==> config.mk <==
export PLATFORM = sky130hd
export DESIGN_NAME = rstu_ctrl
export DESIGN_NICKNAME = d
export VERILOG_FILES = /design/src/rtl/rstu_pkg.sv /design/src/rtl/rstu_ctrl.sv
export SDC_FILE = /design/constraint.sdc
export NUM_CORES = 1
export LEC_CHECK = 0
export ABC_AREA = 1
export BUFFER_PORTS_ARGS = -buffer_cell sky130_fd_sc_hd__buf_2
export CAP_MARGIN = 30
export CORE_AREA = 4 4 41 43
export DETAILED_ROUTE_END_ITERATION = 10
export DIE_AREA = 0 0 45 47
export GPL_TIMING_DRIVEN = 0
export PLACE_DENSITY = 0.51
export SYNTH_ARGS = -nofsm -noshare
export SYNTH_HDL_FRONTEND = slang
export SYNTH_SLANG_ARGS = --single-unit
==> constraint.sdc <==
create_clock -name clk -period 1.4 [get_ports clk]
set_clock_uncertainty 0.05 [all_clocks]
set_input_delay 0.28 -clock clk [delete_from_list [all_inputs] [get_ports clk]]
set_output_delay 0.28 -clock clk [all_outputs]
set_load 0.02 [all_outputs]
==> src/rtl/rstu_pkg.sv <==
// shared types and constants for the ranked score table
package rstu_pkg;

  localparam int KEY_W   = 32;
  localparam int PTS_W   = 32;
  localparam int STAMP_W = 32;
  localparam int LABEL_W = 64;
  localparam int RANK_W  = 5;

  localparam logic [1:0] CMD_SET    = 2'd0;
  localparam logic [1:0] CMD_AWARD  = 2'd1;
  localparam logic [1:0] CMD_LOOKUP = 2'd2;
  // unused code, handled as a lookup
  localparam logic [1:0] CMD_SPARE  = 2'd3;

  localparam logic [1:0] ST_OK       = 2'd0;
  localparam logic [1:0] ST_NOTNEWER = 2'd1;
  localparam logic [1:0] ST_FULL     = 2'd2;
  localparam logic [1:0] ST_NOTFOUND = 2'd3;

  typedef enum logic [2:0] {
    S_IDLE,
    S_SCAN,
    S_DECIDE,
    S_SORT,
    S_FIND,
    S_OUT
  } state_t;

  // controller to datapath
  typedef struct packed {
    logic load;
    logic scan_clr;
    logic scan_step;
    logic write_slot;
    logic sort_clr;
    logic sort_step;
    logic find_clr;
    logic find_step;
    logic out_load;
  } cmd_t;

  // datapath to controller
  typedef struct packed {
    logic scan_done;
    logic do_write;
    logic sort_done;
    logic find_done;
  } stat_t;

endpackage

==> src/rtl/rstu_ctrl.sv <==
// sequencer for scan, write, sort and result phases
module rstu_ctrl (
  input  logic            clk,
  input  logic            rst_n,
  input  logic            in_valid,
  output logic            in_ready,
  output logic            out_valid,
  input  logic            out_ready,
  input  logic [1:0]      cmd_in,
  output rstu_pkg::cmd_t  cmd,
  input  rstu_pkg::stat_t stat
);
  rstu_pkg::state_t state_r, state_nxt;
  logic [1:0] cmd_r, cmd_nxt;
  logic out_valid_r, out_valid_nxt;

  always_ff @(posedge clk) begin
    if (!rst_n) begin
      state_r     <= rstu_pkg::S_IDLE;
      cmd_r       <= rstu_pkg::CMD_LOOKUP;
      out_valid_r <= 1'b0;
    end else begin
      state_r     <= state_nxt;
      cmd_r       <= cmd_nxt;
      out_valid_r <= out_valid_nxt;
    end
  end

  always_comb begin
    state_nxt     = state_r;
    cmd_nxt       = cmd_r;
    out_valid_nxt = out_valid_r;
    cmd           = '0;
    in_ready      = 1'b0;
    if (out_valid_r && out_ready) out_valid_nxt = 1'b0;
    case (state_r)
      rstu_pkg::S_IDLE: begin
        in_ready = 1'b1;
        if (in_valid) begin
          cmd.load     = 1'b1;
          cmd.scan_clr = 1'b1;
          cmd_nxt      = cmd_in;
          state_nxt    = rstu_pkg::S_SCAN;
        end
      end
      rstu_pkg::S_SCAN: begin
        cmd.scan_step = 1'b1;
        if (stat.scan_done) state_nxt = rstu_pkg::S_DECIDE;
      end
      rstu_pkg::S_DECIDE: begin
        cmd.sort_clr = 1'b1;
        cmd.find_clr = 1'b1;
        if ((cmd_r == rstu_pkg::CMD_SET || cmd_r == rstu_pkg::CMD_AWARD) && stat.do_write)
        begin
          cmd.write_slot = 1'b1;
          state_nxt      = rstu_pkg::S_SORT;
        end else begin
          state_nxt = rstu_pkg::S_FIND;
        end
      end
      rstu_pkg::S_SORT: begin
        cmd.sort_step = 1'b1;
        if (stat.sort_done) state_nxt = rstu_pkg::S_FIND;
      end
      rstu_pkg::S_FIND: begin
        cmd.find_step = 1'b1;
        if (stat.find_done) state_nxt = rstu_pkg::S_OUT;
      end
      rstu_pkg::S_OUT: begin
        // wait for the previous result to drain
        if (!out_valid_r || out_ready) begin
          cmd.out_load  = 1'b1;
          out_valid_nxt = 1'b1;
          state_nxt     = rstu_pkg::S_IDLE;
        end
      end
      default: state_nxt = rstu_pkg::S_IDLE;
    endcase
  end

  assign out_valid = out_valid_r;

  a_load_idle: assert property (@(posedge clk) disable iff (!rst_n)
    cmd.load |-> state_r == rstu_pkg::S_IDLE) else $error("load outside idle");
  a_outload: assert property (@(posedge clk) disable iff (!rst_n)
    cmd.out_load |=> out_valid_r) else $error("result not raised");
  a_write_once: assert property (@(posedge clk) disable iff (!rst_n)
    cmd.write_slot |=> state_r == rstu_pkg::S_SORT) else $error("write without sort");
endmodule

# After elaboration in Yosys (flattened, before gate mapping)
# Index checks and enable logic that the tools add are counted.
[totals] mem_count=0 mem_bits_ro=0 register_bits=6 out_inout_bits=11 ram_bits=0 input_bits=10 wordCells=44 latchBits=0
[classes] eq_ne=11 add_sub_neg=0 bitwise_logic=0 magnitude_cmp=0 multipliers=0 muxes=21 shifts=0 reduce_logical=9 div=0
[op_table] op="3-bit two-way mux" count=6
[op_table] op="3-bit one-hot mux with 6 select lines" count=1
[op_table] op="1-bit two-way mux" count=11
[op_table] op="2-bit inequality test, second input constant" count=5
[op_table] op="3-bit by 2-bit equality test with 1-bit output, second input constant" count=2
[op_table] op="3-bit equality test, second input constant" count=2
[op_table] op="2-bit two-way mux" count=3
[op_table] op="5-bit AND reduction" count=1
[op_table] op="3-bit by 1-bit equality test with 1-bit output, second input constant" count=1
[op_table] op="3-bit zero test" count=1
[op_table] op="2-bit by 1-bit equality test with 1-bit output, second input constant" count=1
[op_table] op="1-bit logical AND" count=2
[op_table] op="2-bit zero test" count=1
[op_table] op="1-bit logical OR" count=2
[op_table] op="2-bit AND reduction" count=1
[op_table] op="1-bit zero test" count=1

# Longest topological paths before layout
# Gate-level depths: netlist of the first run.
[depth] word_depth=5 ltp_mapped=8 depth_no_buf=8

# Worst setup path before layout of the first run
# Ideal clock, no wire load.
[synth_path] path_kind="register -> output" start="register state_r[0]" end="output port cmd[8] (netlist name)" arrival_time_ns=1.192 required_time_ns=1.070 path_stages_with_launch=7 setup_slack_ns=-0.122 cell_sequence="dfxtp_1 nor2_1 nand2_1 inv_1 nand2_1 inv_1 buf_4"
[synth_lines] element="start: declaration" line_no="rstu_ctrl.sv:13" rtl="rstu_pkg::state_t state_r, state_nxt;"
[synth_lines] element="start signal: assignment" line_no="rstu_ctrl.sv:19" rtl="state_r <= rstu_pkg::S_IDLE;"
[synth_lines] element="start signal: assignment" line_no="rstu_ctrl.sv:23" rtl="state_r <= state_nxt;"
[synth_lines] element="end: declaration" line_no="rstu_ctrl.sv:10" rtl="output rstu_pkg::cmd_t cmd,"

==> flow_summary.json, run 1 <==
{
  "outcome": "finished, violations left",
  "violations": "negative setup slack",
  "p_seq_frac": 0.246,
  "grt_max_degree": 7,
  "gp_congestion": 0.732,
  "port_buffers": 19,
  "tritoncts": "done",
  "synth_seq_cells": 5,
  "yosys-top-cells-count": "nand2_1, inv_1, nor2_1, nand3_1, a21oi_1",
  "pwr-share-comb": 0.621,
  "die_area_um2": 2120,
  "clkLatencyLatePin_ps": 240,
  "min_path_type": "input port to flip-flop",
  "syn_area_per_cell_um2": 5.52,
  "whs_path_depth": 3,
  "syn_to_final_growth_pct": 70.7,
  "dpl.hpwl_um": 733,
  "core_um2": 1300,
  "final.period_utilization": 1.04,
  "netlist_top_cells_area": "dfxtp_1, nand2_1, inv_1, nor2_1, nand3_1",
  "worstSetupPathType": "flip-flop to output pin",
  "synth-warning-count": 0,
  "ys_seq_area_frac": 0.279,
  "nNetsFinal": 102,
  "use_met3": 0.0115,
  "io_pins": 21,
  "rsz0062_at_grt": "yes",
  "gr-usage-all-layers": 0.101,
  "use_met2": 0.172,
  "cts_made_buffers": 3,
  "first_global_vias": 424,
  "first_pass_iters": 4,
  "totalWireLength_um": 1040,
  "synth_top_area_frac": 0.279,
  "top_usage_layer": "met2",
  "die_h_um": 47,
  "fmax_mhz": 684,
  "powerDensity_nw_per_um2": 1990,
  "hold_viol": 0,
  "synth_area_um2": 359,
  "num_vias": 478,
  "clkPwrFrac": 0.133,
  "cts.sinks": 5,
  "slew_violations": 0,
  "fin_ws_ps": -62.1,
  "power_mw": 1.22,
  "syn_nets": 75,
  "drc_errors": 0,
  "viasPerCell": 4.51,
  "tightest_slew_ps": 282,
  "arrival_ps": 1130,
  "synth.most_common_cell": "nand2_1",
  "path_clk_slew_ps": 40,
  "clockRootBuffer": "clkbuf_4",
  "dr.first_iter.drc_count": 3,
  "p_int_mw": 0.650,
  "ys_async_sr_fraction": 0,
  "ir_worst_vdd_mv": 0.830,
  "grt_remaining_overflow": 0,
  "period_minus_slack_ps": 1460,
  "setup.worst_path.start_class": "flip-flop",
  "synth_area_leader_cell": "dfxtp_1",
  "end_kind": "output pin",
  "clock_path_buffers": 2,
  "drive_gt1_frac": 0.505,
  "p_leak_nw": 0.347,
  "start_util": 0.276,
  "relSlewSlack": 0.811,
  "p_switching_mw": 0.571,
  "grt_pass1_wl_um": 1580,
  "ys.flop_type": "dfxtp_1",
  "num_antenna_cells": 0,
  "critPathMaxFanout": 6,
  "placed_cell_area_um2": 473,
  "grt_util_met1": 0.118,
  "finalSetupTns_ps": -144,
  "ys_types": 11,
  "holdWs_ps": 194,
  "synth-edff-count": 0,
  "antenna_left": 0,
  "htree_levels": 1,
  "reg2regPathDepth": 7,
  "synth_cells": 65,
  "required_ps": 1070,
  "rows": 13,
  "final_area_um2": 613,
  "antenna_found_initial": 0,
  "p_sw_frac": 0.467,
  "die_w_um": 45,
  "drv_cap": 0,
  "setup_viol": 4,
  "wl_per_cell_um": 9.83
}
==> cells in the final DEF (no fill, tap or decap) <==
master / n
buf_6: 5
nand2_2: 3
clkbuf_1: 1
nor2_1: 9
nor3_2: 1
nand3b_1: 2
nor2_4: 2
inv_1: 8
nand3_1: 6
clkbuf_4: 3
nand3_2: 1
inv_2: 5
buf_4: 7
a21oi_1: 5
nor2_2: 2
inv_4: 1
a21oi_2: 1
o21ai_0: 1
nand2_1: 11
dfxtp_1: 2
buf_2: 12
dfxtp_4: 3
==> power groups by stage <==
stage	sequential [mW]	clock, mW	combinational [mW]
final	0.301	0.162	0.758
after global routing	0.311	0.178	0.838
after CTS	0.284	0.171	0.681
after detailed placement	0.249	0	0.583
after global placement	0.251	0	0.588
after floorplan	0.240	0	0.434
==> final cells by class <==
cell class                 instances  area [um^2]
buffer                             2         18.8
timing repair buffer              22          150
inverter                          14         55.1
tap                               15         18.8
sequential                         5          111
fill                             158          688
multi-input combinational         44          233
clock buffer                       4         26.3
==> cell families after synthesis <==
logic type | after synthesis | share of synthesized area
buffers and inverters | 16 | 0.188
flip-flops | 5 | 0.279
AND/OR/NAND/NOR | 37 | 0.436
AO/OA/AOI/OAI | 7 | 0.0976
==> metal layers <==
layer / share of wire / vias to the layer above
met5: 0 / -
met4: 0 / 0
met3: 0.053 / 0
met2: 0.54 / 14
met1: 0.41 / 217
li1: - / 247
==> state kept, by name (all words and copies together), names as in the netlist <==
register   cells
state_r        3
cmd_r          1
out_valid      1
==> worst paths after layout <==
kind                             end                    start  slack [ps]
max                           cmd[8]  state_r[1]$_SDFFE_PN0P_         -60
min            cmd_r[1]$_SDFFE_PN1P_                cmd_in[1]         190
min reg2reg    cmd_r[1]$_SDFFE_PN1P_    cmd_r[1]$_SDFFE_PN1P_         430
max reg2reg  state_r[1]$_SDFFE_PN0P_  state_r[0]$_SDFFE_PN0P_         180
==> critical path, cell delays in order, from the launching register on <==
cell	delay [ps]
dfxtp_4	370
nor2_4	120
nand2_2	60
inv_2	50
nand2_2	50
inv_2	60
buf_6	90
buf_6	100
==> metrics by stage <==
step / std cells / setup slack [ps] / util
2_1_floorplan: 65 / 5.87 / -
3_3_place_gp: 99 / -16.1 / 0.363
3_5_place_dp: 99 / -7.70 / 0.363
4_1_cts: 105 / -75.7 / 0.432
5_1_grt: 106 / -115 / 0.471
6_report: 106 / -62.1 / 0.471
==> what timing repair did <==
item	in CTS	in global routing
hold buffers	0	0
endpoints found under the setup margin	9	9
setup buffers	2	1
pin swaps	2	2
resized for setup	18	16
Power figures use the tool's default switching activity.
==> run 2: changes to the inputs <==
- clock period: 1.4 -> 1.8 ns (I/O delays scaled with it)
==> run 2 against run 1 <==
  * The run now ends clean
  * Critical path depth unchanged
  * Final area is 17% lower
  * Global-route usage shrank 0.95 points
  * Routed wire length is 17% lower
  * Highest routed layer unchanged
==> flow_summary.json, run 2 (synthesis gave the netlist of run 1 again) <==
{
  "gp_congestion": 0.727,
  "grt_pass1_wl_um": 1470,
  "setup_viol": 0,
  "tightest_slew_ps": 259,
  "first_global_vias": 383,
  "clock_path_buffers": 2,
  "antenna_found_initial": 0,
  "viasPerCell": 4.18,
  "first_pass_iters": 2,
  "num_vias": 431,
  "reg2reg_to": "state_r[2]$_SDFFE_PN0P_",
  "grt_max_degree": 8,
  "crit_chain": "nor2_4 -> nand2_1 -> inv_1 -> nand2_1 -> inv_1 -> buf_4 -> buf_2",
  "dr.first_iter.drc_count": 6,
  "die_h_um": 47,
  "cts_resized": 0,
  "io_pins": 21,
  "drive_gt1_frac": 0.318,
  "antenna_left": 0,
  "core_um2": 1300,
  "post_cts_buffers": 0,
  "slew_violations": 0,
  "die_w_um": 45,
  "htree_levels": 1,
  "clockRootBuffer": "clkbuf_4",
  "pre_cts_slack_ps": 285,
  "drv_cap": 0,
  "cp_slowest_cell": "dfxtp_1",
  "hold_start": "cmd_in[1]",
  "critPathMaxFanout": 6,
  "port_buffers": 19,
  "hold_buffers": 0,
  "tritoncts": "done",
  "drc_errors": 0,
  "period_minus_slack_ps": 1670,
  "rows": 13,
  "finalSetupTns_ps": 0,
  "most-common-layout-cells": "buf_2, nand2_1, inv_1, nor2_1, nand3_1",
  "final.period_utilization": 0.928,
  "whs_endpoint": "cmd_r[1]$_SDFFE_PN1P_",
  "cts_made_buffers": 3,
  "largest-register": "state_r",
  "nNetsFinal": 99,
  "fin_ws_ps": 129,
  "gr-usage-all-layers": 0.0916,
  "worstSetupPathType": "flip-flop to output pin",
  "arrival_ps": 1260,
  "cp_slowest_stage_delay_ps": 460,
  "num_antenna_cells": 0,
  "outcome": "complete, no violations",
  "regToRegSetupSlack_ps": 560,
  "power_mw": 0.784,
  "placed_cell_area_um2": 473,
  "rr_startpoint": "state_r[1]$_SDFFE_PN0P_",
  "reg2regPathDepth": 7,
  "wl_per_cell_um": 8.45,
  "min_path_type": "input port to flip-flop",
  "relSlewSlack": 0.827,
  "grt_remaining_overflow": 0,
  "fmax_mhz": 598,
  "die_area_um2": 2120,
  "rsz0062_at_grt": "no",
  "p_leak_nw": 0.330,
  "holdWs_ps": 274,
  "end_kind": "output pin",
  "cts.sinks": 5,
  "start_util": 0.276,
  "path_clk_slew_ps": 40,
  "totalWireLength_um": 870,
  "layout_commonest_cell": "buf_2",
  "syn_to_final_growth_pct": 41.8,
  "whs_path_depth": 3,
  "largest_reg_flops": 3,
  "powerDensity_nw_per_um2": 1540,
  "ir_worst_vdd_mv": 0.548,
  "final_area_um2": 509,
  "hold_viol": 0,
  "required_ps": 1390,
  "dpl.hpwl_um": 724,
  "setup.worst_path.start_class": "flip-flop",
  "clkLatencyLatePin_ps": 230
}
==> run 2: per-layer routing <==
metal	up-vias	part of all wire	GRT usage
met5	-	0	0
met4	0	0	0.0526
met3	0	0.079	0.0115
met2	12	0.43	0.144
met1	176	0.49	0.120
li1	243	-	-
==> run 2: where the power goes <==
| part | switching, mW | total (mW) | internal, mW |
|---|---|---|---|
| sequential | 0.0542 | 0.205 | 0.151 |
| combinational | 0.288 | 0.456 | 0.168 |
| clock | 0.0396 | 0.123 | 0.0834 |
==> run 2: how the worst max path moves through the flow <==
stage                        end  cells after the start                    start  slack (ps)
after floorplan           cmd[8]                      6  state_r[0]$_SDFFE_PN0P_         200
after global placement    cmd[8]                      7  state_r[0]$_SDFFE_PN0P_         290
after detailed placement  cmd[8]                      7  state_r[0]$_SDFFE_PN0P_         280
after CTS                 cmd[8]                      7  state_r[0]$_SDFFE_PN0P_          20
after global routing      cmd[8]                      7  state_r[1]$_SDFFE_PN0P_           8
final                     cmd[8]                      7  state_r[1]$_SDFFE_PN0P_         130
==> run 2: final cells by class <==
class / instances / area [um^2]
Fill cell: 163 / 792
Inverter: 14 / 52.6
Multi-Input combinational cell: 44 / 199
Clock buffer: 4 / 26.3
Timing Repair Buffer: 19 / 95.1
Sequential cell: 5 / 103
Buffer: 2 / 15.0
Tap cell: 15 / 18.8
==> run 2: per-stage QoR <==
| step | util | instances |
|---|---|---|
| 2_1_floorplan | - | 65 |
| 3_3_place_gp | 0.363 | 99 |
| 3_5_place_dp | 0.363 | 99 |
| 4_1_cts | 0.384 | 103 |
| 5_1_grt | 0.391 | 103 |
| 6_report | 0.391 | 103 |
==> run 2: critical path, delay by kind of cell, from the launching register on <==
kind                   cells  cell delay, ps
AND/OR/NAND/NOR            3             190
buffers and inverters      4             380
flip-flops                 1             460
==> run 3: changes to the inputs <==
- BUFFER_PORTS_ARGS: -buffer_cell sky130_fd_sc_hd__buf_2 -> not set
- DONT_BUFFER_PORTS: not set -> 1
- PLACE_DENSITY: 0.51 -> 0.37
- SKIP_CTS_REPAIR_TIMING: not set -> 1
==> run 3 against run 2 <==
  * Worst setup slack got worse by 98 ps
  * Core utilization shrank 7.5 points
  * Combinational power fell by 15%
  * Sequential share of layout area grew 4.2 points
  * Non-clock buffer count down 19
  * First-iteration DRC count down 50%
  * Final area decreased by 19%
  * Routed wire length is 6.7% higher
  * Hold slack worse by 110 ps
  * Critical endpoint unchanged
==> flow_summary.json, run 3 (synthesis gave the netlist of run 1 again) <==
{
  "outcome": "complete, no violations",
  "crit_buf_inv": 3,
  "most-common-layout-cells": "nand2_1, nor2_1, inv_1, nand3_1, a21oi_1",
  "grt_pass1_wl_um": 1440,
  "dpl.hpwl_um": 789,
  "antenna_found_initial": 0,
  "instances_no_fill": 84,
  "fin_ws_ps": 30.8,
  "gr-usage-all-layers": 0.0972,
  "io_pins": 21,
  "critPathMaxFanout": 6,
  "powerDensity_nw_per_um2": 1740,
  "clkLatencyLatePin_ps": 230,
  "period_minus_slack_ps": 1770,
  "nNetsFinal": 80,
  "path_clk_slew_ps": 40,
  "rows": 13,
  "num_vias": 379,
  "layout_commonest_cell": "nand2_1",
  "tritoncts": "done",
  "arrival_ps": 1360,
  "crit_family": "buffers and inverters",
  "ir_worst_vdd_mv": 0.673,
  "die_w_um": 45,
  "final.period_utilization": 0.983,
  "port_buffers": 0,
  "grt_remaining_overflow": 0,
  "cts_made_buffers": 3,
  "antenna_left": 0,
  "clockRootBuffer": "clkbuf_4",
  "cp_slowest_stage_delay_ps": 370,
  "dp.cells": 80,
  "grt_max_degree": 8,
  "viasPerCell": 4.51,
  "pre_cts_slack_ps": 67.7,
  "p_leak_nw": 0.238,
  "rsz0062_at_grt": "yes",
  "start_util": 0.276,
  "die_area_um2": 2120,
  "syn_to_final_growth_pct": 14.6,
  "crit_chain": "nor2_2 -> nand2_1 -> inv_2 -> nand2_1 -> inv_2 -> buf_4",
  "final_area_um2": 412,
  "totalWireLength_um": 928,
  "largest_reg_flops": 3,
  "dr.first_iter.drc_count": 3,
  "largest-register": "state_r",
  "min_path_type": "input port to flip-flop",
  "tightest_slew_ps": 449,
  "hold_viol": 0,
  "drc_errors": 0,
  "setup.worst_path.start_class": "flip-flop",
  "slew_violations": 0,
  "end_kind": "output pin",
  "first_global_vias": 359,
  "worstSetupPathType": "flip-flop to output pin",
  "drive_gt1_frac": 0.159,
  "fmax_mhz": 565,
  "num_antenna_cells": 0,
  "first_pass_iters": 3,
  "wl_per_cell_um": 11.0,
  "clock_path_buffers": 2,
  "core_um2": 1300,
  "drv_cap": 0,
  "cts.sinks": 5,
  "cp_slowest_cell": "dfxtp_1",
  "placed_cell_area_um2": 378,
  "required_ps": 1390,
  "die_h_um": 47,
  "relSlewSlack": 0.701,
  "htree_levels": 1,
  "gp_congestion": 0.718,
  "setup_viol": 0
}
[run 3: layout make-up]
type | count | area [um^2]
fillers | 166 | 890
multi-input cells | 44 | 199
inverters | 14 | 52.6
clock buffers | 4 | 26.3
plain buffers | 2 | 15.0
well taps | 15 | 18.8
flip-flops and latches | 5 | 100
[run 3: metal layers]
layer / global-route usage / part of all wire / vias to the layer above
met3: 0.0192 / 0.069 / 0
met5: 0 / 0 / -
met1: 0.116 / 0.45 / 162
met4: 0.0702 / 0 / 0
met2: 0.155 / 0.48 / 12
li1: - / - / 205
[run 3: worst reg2reg max path: cells and delay by family (launching register included)]
kind | cells | cell delay (ps)
simple gates | 7 | 920
flops | 1 | 450
[run 3: final timing paths]
check | slack [ps] | cells after the start | end | start
setup / recovery | 30 | 6 | cmd[8] | state_r[0]$_SDFFE_PN0P_
hold / removal | 160 | 1 | cmd_r[1]$_SDFFE_PN1P_ | rst_n
setup reg to reg | 280 | 7 | state_r[2]$_SDFFE_PN0P_ | state_r[1]$_SDFFE_PN0P_
hold reg to reg | 420 | 2 | cmd_r[1]$_SDFFE_PN1P_ | cmd_r[1]$_SDFFE_PN1P_
[run 3: per-stage QoR]
step | utilization | total power, mW | hold WS [ps] | TNS [ps]
6_report | 0.316 | 0.716 | 163 | 0
5_1_grt | 0.316 | 0.798 | 157 | -84.3
4_1_cts | 0.311 | 0.718 | 155 | -197
3_5_place_dp | 0.290 | 0.586 | 403 | 0
3_3_place_gp | 0.290 | 0.589 | 403 | 0
2_1_floorplan | - | 0.517 | 393 | 0
[run 3: where the power goes]
part           total [mW]  switching (mW)  leakage (nW)  internal [mW]
sequential          0.206          0.0596        0.0411          0.147
combinational       0.386           0.272         0.182          0.114
clock               0.124          0.0404        0.0150         0.0834
total               0.716           0.372         0.238          0.344
